===== config.mk =====
export PLATFORM = sky130hd
export DESIGN_NAME = sgca_clamp
export DESIGN_NICKNAME = d
export VERILOG_FILES = /design/src/rtl/core/sgca_pkg.sv /design/src/rtl/core/sgca_clamp.sv
export SDC_FILE = /design/constraint.sdc
export NUM_CORES = 1
export LEC_CHECK = 0
export ABC_AREA = 1
export BUFFER_PORTS_ARGS = -buffer_cell sky130_fd_sc_hd__buf_2
export CORE_AREA = 2 2 443 445
export DETAILED_ROUTE_END_ITERATION = 8
export DIE_AREA = 0 0 445 447
export PLACE_DENSITY_LB_ADDON = 0.08
export SYNTH_ARGS = -nofsm -noshare
export SYNTH_HDL_FRONTEND = slang
export SYNTH_SLANG_ARGS = --single-unit

===== constraint.sdc =====
create_clock -name clk -period 9.8 [get_ports clk]
set_clock_uncertainty 0.2 [all_clocks]
set_input_delay 2.45 -clock clk [delete_from_list [all_inputs] [get_ports clk]]
set_output_delay 2.45 -clock clk [all_outputs]
set_load 0.05 [all_outputs]

===== src/rtl/core/sgca_pkg.sv =====
// ----------------------------------------------------------------------------
// sgca_pkg
// Shared widths and stage payload types of the segment closest-approach pipe.
// ----------------------------------------------------------------------------
package sgca_pkg;

	localparam int CW       = 16;            // coordinate width
	localparam int DW       = CW + 1;        // edge vector component
	localparam int PW       = 2 * DW + 2;    // dot product
	localparam int XW       = 2 * PW;        // determinant and numerators
	localparam int FW       = XW - 2;        // clamped fraction terms
	localparam int QW       = DW;            // scaled quotient
	localparam int LW       = 16;            // parallel limit register
	localparam int LANES    = 6;             // near point coordinates
	localparam int NPTS     = 12;            // input coordinates
	localparam int GW       = 17;            // gap length
	localparam int SW       = 2 * GW;        // squared gap
	localparam int IN_W     = NPTS * CW;
	localparam int OUT_BITS = GW + LANES * CW;
	localparam int OUT_W    = ((OUT_BITS + 7) / 8) * 8;

	typedef struct packed {
		logic [2:0][CW-1:0] pa;
		logic [2:0][CW-1:0] pb;
		logic [2:0][DW-1:0] u;
		logic [2:0][DW-1:0] v;
	} geo_t;

	typedef struct packed {
		logic signed [XW-1:0] det;
		logic signed [XW-1:0] sn;
		logic signed [XW-1:0] tn;
		logic signed [PW-1:0] a;
		logic signed [PW-1:0] c;
		logic signed [PW-1:0] e;
		logic signed [PW-1:0] eb;
		logic signed [PW-1:0] nd;
		logic signed [PW-1:0] bd;
	} dots_t;

	typedef struct packed {
		logic [FW-1:0] sn;
		logic [FW-1:0] sd;
		logic [FW-1:0] tn;
		logic [FW-1:0] td;
	} frac_t;

	typedef struct packed {
		logic [LANES-1:0][CW-1:0] pt;    // a x,y,z then b x,y,z
	} near_t;

	function automatic logic signed [XW-1:0] xext(input logic signed [PW-1:0] x);
		return XW'(x);
	endfunction

endpackage


===== src/rtl/core/sgca_clamp.sv =====
// ----------------------------------------------------------------------------
// sgca_clamp
// Parallel test and clamping of both segment parameters to [0,1].
// ----------------------------------------------------------------------------
module sgca_clamp
	import sgca_pkg::*;
(
	input  logic          clk,
	input  logic          arst_n,
	input  logic          en,
	input  logic [LW-1:0] limit,
	input  logic          in_vld,
	input  geo_t          geo_in,
	input  dots_t         dots,
	output logic          out_vld,
	output geo_t          geo,
	output frac_t         frac
);

	logic vld_s5, vld_s6;
	geo_t geo_s5, geo_s6;
	logic signed [XW-1:0] sn_s5, sd_s5, tn_s5, td_s5;
	logic signed [PW-1:0] a_s5, nd_s5, bd_s5;
	logic signed [XW-1:0] sn5, sd5, tn5, td5;
	logic signed [XW-1:0] sn6, sd6, tn6, m6;
	frac_t frac_s6;
	logic par;

	always_comb begin
		par = dots.det < XW'($signed({1'b0, limit}));
		sn5 = dots.sn;
		sd5 = dots.det;
		tn5 = dots.tn;
		td5 = dots.det;
		if (par) begin
			sn5 = '0;
			sd5 = XW'(1);
			tn5 = xext(dots.e);
			td5 = xext(dots.c);
		end else if (dots.sn[XW-1]) begin
			sn5 = '0;
			tn5 = xext(dots.e);
			td5 = xext(dots.c);
		end else if (dots.sn > dots.det) begin
			sn5 = dots.det;
			tn5 = xext(dots.eb);
			td5 = xext(dots.c);
		end
	end

	always_comb begin
		sn6 = sn_s5;
		sd6 = sd_s5;
		tn6 = tn_s5;
		m6  = xext(bd_s5);
		if (tn_s5[XW-1] || tn_s5 > td_s5) begin
			if (tn_s5[XW-1]) begin
				tn6 = '0;
				m6  = xext(nd_s5);
			end else begin
				tn6 = td_s5;
			end
			priority if (m6[XW-1]) begin
				sn6 = '0;
			end else if (m6 > xext(a_s5)) begin
				sn6 = sd_s5;
			end else begin
				sn6 = m6;
				sd6 = xext(a_s5);
			end
		end
	end

	always_ff @(posedge clk or negedge arst_n) begin
		if (!arst_n) begin
			vld_s5 <= 1'b0;
			vld_s6 <= 1'b0;
		end else if (en) begin
			vld_s5 <= in_vld;
			vld_s6 <= vld_s5;
		end
	end

	always_ff @(posedge clk) begin
		if (en) begin
			geo_s5     <= geo_in;
			sn_s5      <= sn5;
			sd_s5      <= sd5;
			tn_s5      <= tn5;
			td_s5      <= td5;
			a_s5       <= dots.a;
			nd_s5      <= dots.nd;
			bd_s5      <= dots.bd;
			geo_s6     <= geo_s5;
			frac_s6.sn <= sn6[FW-1:0];
			frac_s6.sd <= sd6[FW-1:0];
			frac_s6.tn <= tn6[FW-1:0];
			frac_s6.td <= td_s5[FW-1:0];
		end
	end

	assign out_vld = vld_s6;
	assign geo     = geo_s6;
	assign frac    = frac_s6;

`ifndef SYNTHESIS
	assert property (@(posedge clk) disable iff (!arst_n)
		vld_s6 |-> frac_s6.sn <= frac_s6.sd)
		else $error("segment A parameter above one");
	assert property (@(posedge clk) disable iff (!arst_n)
		vld_s6 |-> frac_s6.tn <= frac_s6.td)
		else $error("segment B parameter above one");
`endif

endmodule


==> results of run 1 <==
-- report_power, final --
group	leakage, nW	internal (W)	switching (W)
clock	2.12	0.00288	0.00214
combinational	14.1	0.000655	0.00220
sequential	10.5	0.00561	0.000196
-- critical path, stage by stage --
cell	delay (ns)
buf_2	0.09
inv_1	0.20
ha_1	0.40
nand2_1	0.16
nor2_2	0.06
nand2_1	0.17
nor2_2	0.07
nand2_1	0.25
nor2_1	0.18
nor2_1	0.20
nand3_2	0.81
nand3_4	0.42
buf_12	0.55
inv_4	0.55
nor2_1	0.23
nor2_1	0.08
-- layout make-up --
cell class	instances	share of cell area
inverter	354	0.0224
multi-input combinational	2598	0.215
timing repair buffer	1170	0.101
tap	2542	0.0529
clock buffer	172	0.0607
antenna	20	0.000833
sequential	1070	0.535
clock inverter	78	0.0128
-- sequential cells by signal (all words and copies together), names as in the netlist --
signal	flops
out_vld	1
sd_s5	70
a_s5	36
frac	280
nd_s5	36
tn_s5	72
td_s5	72
bd_s5	36
sn_s5	70
geo_s5	198
geo	198
vld_s5	1
-- Yosys cell counts (2+ instances only) --
master    number
nor4_1         7
o21ai_0      147
clkbuf_1     100
nor2_1       375
nand2_4        2
buf_4          5
dfrtp_1        2
nand2_1     1256
a21o_1         5
edfxtp_1    1068
nand3_1      333
buf_6          9
ha_1         195
inv_1        350
o21ai_2       11
mux2i_1       35
and2_1         2
or2_2          2
a21oi_1      121
nor3_1        10
nand4_1       63
o21ai_1        8
nand2_2        4
buf_2         76
o21a_1         9
nand3_2        2
inv_2          3
nor2_2         2
buf_1         12
-- stage by stage --
stage          total power (W)  setup WS, ns  utilization  cell area (sq um)
2_1_floorplan          0.00763          5.05            -              47200
3_3_place_gp           0.00883          2.02        0.286              55600
3_5_place_dp           0.00882          2.05        0.286              55600
4_1_cts                 0.0139          2.92        0.309              60000
5_1_grt                 0.0143          2.71        0.309              60100
6_report                0.0137          2.98        0.309              60100
-- cells in the final DEF (no fill, tap or decap), types with 8 or more instances in the layout --
master / Yosys / routed
o21a_1: 9 / 9
nand4_1: 63 / 63
nor3_1: 10 / 10
o21ai_0: 147 / 147
nor2_1: 375 / 375
clkinv_2: 0 / 14
clkbuf_1: 100 / 31
nand2_1: 1256 / 1254
diode_2: 0 / 20
buf_12: 0 / 9
o21ai_2: 11 / 11
buf_4: 5 / 33
edfxtp_1: 1068 / 1068
ha_1: 195 / 195
nand3_1: 333 / 331
buf_2: 76 / 1127
clkinv_1: 1 / 36
o21ai_1: 8 / 8
a21oi_1: 121 / 121
mux2i_1: 35 / 35
bufinv_16: 0 / 8
clkbuf_16: 0 / 141
inv_1: 350 / 349
-- logic make-up (layout without fill, tap and decap cells) --
family | Yosys count | in the layout | synth area share
simple gates | 2065 | 2065 | 0.179
compound gates | 303 | 303 | 0.0338
other cells | 0 | 20 | 0
flops | 1070 | 1070 | 0.680
buf+inv | 557 | 1774 | 0.0482
fa+ha+maj | 195 | 195 | 0.0516
mux | 35 | 35 | 0.00742
-- final timing paths --
path | endpoint | start | slack [ns]
worst min register to register | geo[137] | geo_s5[137] | 0.21
min in group asynchronous | out_vld | arst_n | 1.24
worst max-delay path | sn_s5[3] | dots[431] | 2.98
worst min-delay path | geo[137] | geo_s5[137] | 0.21
worst max register to register | frac[197] | tn_s5[71] | 3.67
max in group asynchronous | vld_s5 | arst_n | 8.07
-- routing by layer --
metal,routed length (um),track usage,vias up,part of all wire
met1,74500,0.213,16900,0.38
met2,103000,0.352,1227,0.52
met3,13300,0.0525,331,0.068
met5,217,0,-,0.0011
met4,6290,0.0613,36,0.032
li1,-,-,16700,-
==> impl_metrics.csv, run 1 <==
group,metric,value,unit
clock_network,clk_latency,0.80,ns
synthesis,synth_nets,5070,
clock_network,cts-buffers-inserted,140,
die,core_area,194000,sq um
synthesis,yosysSeqAreaShare,0.680,
clock_network,hold_buffers,0,
synthesis,async_flop_share,0.00187,
timing,fmax,0.147,GHz
die,start_util,0.243,
synthesis,ys_types,40,
clock_network,cts_setup_buffers,0,
synthesis,synth.avg_cell_area,11.2,sq um
synthesis,netlist_instances,4225,
placed_design,place.gp.congestion,0.839,
die,ioPinCount,1129,
setup_path,critPathKind,"in -> reg",
setup_path,worstPathRequired,10.12,ns
layout,fill_cells,20400,
clock_network,post_cts_resize_count,0,
layout,finalNetCount,6179,
die,die_w,445,um
timing,finalHoldViolCount,0,
timing,setup_tns,0,ns
synthesis,yosysWarningCount,0,
routing,dr.pass1.iters,5,
pwr,p_per_area,228,nW/um^2
setup_path,worst_setup_path_start_kind,"primary input",
synthesis,syn_area,47200,sq um
outcome,outcome,"complete, no violations",
synthesis,synth_area_leader_cell,"edfxtp_1",
min_path,whs_path_depth,0,
timing,whs,0.207,ns
clock_network,clkTransAtPathRegs,0.06,ns
layout,drive_gt1_frac,0.255,
setup_path,arrival,7.14,ns
clock_network,cts.htree.levels,4,
die,die_area,199000,sq um
routing,via_per_inst,4.40,
timing,rsz0062_at_grt,"no",
pwr,ir_worst_vdd,0.154,mV
die,die_y,447,um
clock_network,root_buffer,"clkbuf_16",
routing,ant_nets,0,
timing,drv_slew,0,
timing,fin_crit_sh,0.696,
timing,worst_pin_slew,1.10,ns
synthesis,synth-edff-count,1068,
grt,grt_overflow_total,0,
synthesis,synth_seq_cells,1070,
layout,final-seq-area,32100,sq um
grt,grt_pass1_vias,34900,
routing,drc,0,
layout,multiInputGateArea,12900,sq um
timing,slew_headroom,0.265,
layout,syn_to_final_growth,27.2,%
clock_network,cts_num_sinks,1070,
die,rows,162,
pwr,p_leak,26.8,nW
setup_path,cp-end-kind,"flop",
timing,finalSetupViolCount,0,
placed_design,port_buffers,1128,
placed_design,place_hpwl,147,mm
synthesis,synthTopCellsByArea,"edfxtp_1 (68%), nand2_1 (10%), ha_1 (5.2%), nand3_1 (3.5%), nor2_1 (3.0%)",
routing,vias,35200,
job,drv_cap,0,
setup_path,cp_max_fo,143,
grt,grt_max_degree,161,
clock_network,cts_tree,"built",
routing,wire_per_inst,24.6,um
grt,grt_antenna_before_repair,92,
grt,grt_pass1_wl,269,mm
synthesis,synth_top_area_share,0.679,
setup_path,r2r_cells,18,
timing,post-route-min-period,6.82,ns
routing,wl,197,mm
routing,drtIter0Drc,2389,
placed_design,dp.cells,7734,
clock_network,cts_buffer_depth,3,
synthesis,synth_flop_cell,"edfxtp_1",
grt,grt_usage,0.192,
min_path,hold_path.class,"reg -> reg",
layout,stdcell_count,8004,
Note: power is estimated with default switching activity, not from simulation.
==> inputs of run 2 (changes only) <==
Clock period 9.8 ns to 5.85 ns, I/O delays scaled along.
==> run 2 against run 1 <==
Against the previous run:
- register-to-register slack got worse by 2.6 ns
- sequential power rose by 68%
- first-iteration DRC count fell by 6.4%
- count of clock-buffer cells in the layout rose by 6
- design area rose by 0.89%
- power rose by 69%
- via count rose by 0.82%
- final cell count rose by 0.50%
- setup slack got worse by 2.0 ns
- non-clock buffer count rose by 46
==> impl_metrics.csv, run 2 (synthesized netlist as in run 1, its figures left out) <==
group,metric,value,unit
outcome,outcome,"complete, no violations",
placed_design,place_hpwl,151,mm
setup_path,slowest_delay,0.59,ns
routing,wl,202,mm
routing,drtIter0Drc,2235,
setup_path,r2r_cells,19,
clock_network,cts.htree.levels,4,
die,ioPinCount,1129,
die,core_area,194000,sq um
clock_network,cts-buffers-inserted,137,
pwr,p_total,0.0231,W
setup_path,cp-end-kind,"flop",
die,die_w,445,um
timing,drv_slew,0,
routing,wire_per_inst,25.1,um
placed_design,place.gp.congestion,0.842,
timing,whs,0.206,ns
routing,drc,0,
pwr,p_per_area,381,nW/um^2
routing,ant_nets,0,
grt,grt_pass1_vias,35500,
placed_design,port_buffers,1128,
timing,worst_pin_slew,1.13,ns
setup_path,critPathKind,"reg -> reg",
pwr,ir_worst_vdd,0.255,mV
layout,finalNetCount,6222,
setup_path,critPathLaunch,"tn_s5[71]",
timing,fin_crit_sh,0.824,
clock_network,clk_latency,0.79,ns
die,die_area,199000,sq um
layout,largest_register_ffs,280,
grt,grt_usage,0.197,
layout,drive_gt1_frac,0.262,
grt,grt_antenna_before_repair,76,
setup_path,cp_max_fo,29,
layout,syn_to_final_growth,28.3,%
setup_path,cp_cell_sequence,"buf_12, mux2i_1, inv_1, ha_1, nand2_1, nor2_1, nand3_1, nor2_1, nand2_1, nand2_1, inv_1, nand3_4, buf_4, nand3_1, nand2_1, nand2_1, nand2_1, nand2_1, nand2_1",
setup_path,r2r_end,"frac[209]",
timing,post-route-min-period,4.82,ns
clock_network,post_cts_resize_count,0,
die,start_util,0.243,
timing,setup_tns,0,ns
timing,finalHoldViolCount,0,
timing,slew_headroom,0.247,
timing,finalSetupViolCount,0,
min_path,whs_path_depth,0,
setup_path,arrival,5.26,ns
min_path,whs_endpoint,"geo[52]",
setup_path,worstPathRequired,6.28,ns
clock_network,cts_num_sinks,1070,
timing,fmax,0.207,GHz
routing,via_per_inst,4.41,
setup_path,critPathSlowestCell,"edfxtp_1",
grt,grt_pass1_wl,275,mm
clock_network,cts_tree,"built",
clock_network,hold_buffers,0,
setup_path,worst_setup_path_start_kind,"flop",
routing,dr.pass1.iters,6,
setup_path,regToRegStartpoint,"tn_s5[71]",
setup_path,timing.reg2reg.setup_slack,1.03,ns
clock_network,cts_setup_buffers,0,
clock_network,cts_buffer_depth,3,
clock_network,root_buffer,"clkbuf_16",
layout,mostFrequentLayoutCells,"nand2_1 (1,254), buf_2 (1,127), edfxtp_1 (1,068)",
pwr,p_leak,27.1,nW
grt,grt_overflow_total,0,
routing,vias,35500,
job,drv_cap,0,
setup_path,crit_top_cell,"nand2_1",
grt,grt_max_degree,141,
timing,rsz0062_at_grt,"no",
min_path,hold_path.class,"reg -> reg",
clock_network,clkTransAtPathRegs,0.06,ns
min_path,hp-start,"geo_s5[52]",
layout,final_common_cell,"nand2_1",
die,die_y,447,um
die,rows,162,
-- run 2: report_power, final --
group	switching [W]	leakage, nW	internal, W	total, W
logic	0.00374	14.4	0.00117	0.00490
clock network	0.00349	2.13	0.00494	0.00843
registers	0.000352	10.5	0.00939	0.00974
-- run 2: layout make-up --
type                    instances  area [sq um]
fillers                     20100        134000
repair buffers               1216          6630
clock buffers                 178          3670
diodes                         18          45.0
multi-input cells            2598         12900
clock inverters                68           743
well taps                    2542          3180
inverters                     354          1340
flip-flops and latches       1070         32100
-- run 2: critical path: cells and delay by family, from the launching register on --
kind                     cells  cell delay [ns]
AND/OR/NAND/NOR             13             2.07
buffers and inverters        4             1.00
flip-flops                   1             0.59
multiplexers                 1             0.40
adder cells (fa/ha/maj)      1             0.29
-- run 2: per-layer routing --
metal	wire length (um)	part of all wire	track usage	vias to the layer above
met5	148	0.00073	0	-
met4	6730	0.033	0.0650	24
met3	12600	0.062	0.0465	325
met2	105000	0.52	0.363	1254
met1	77000	0.38	0.221	17100
li1	-	-	-	16700
-- run 2: metrics by stage --
step	util	worst slack [ns]	area, sq um	std cells
detailed placement	0.289	0.466	56200	7780
global route	0.312	0.822	60600	8034
finish	0.312	1.03	60600	8044
global placement	0.289	0.508	56200	7780
CTS	0.312	0.912	60600	8026
floorplan	-	2.08	47200	4225
-- run 2: worst max-delay path by stage --
stage / end / slack, ns / cells after the start
after detailed placement: td_s5[37] / 0.47 / 14
after global routing: frac[208] / 0.82 / 21
after global placement: td_s5[38] / 0.51 / 14
after floorplan: frac[179] / 2.08 / 24
after CTS: frac[209] / 0.91 / 21
final: frac[209] / 1.03 / 19
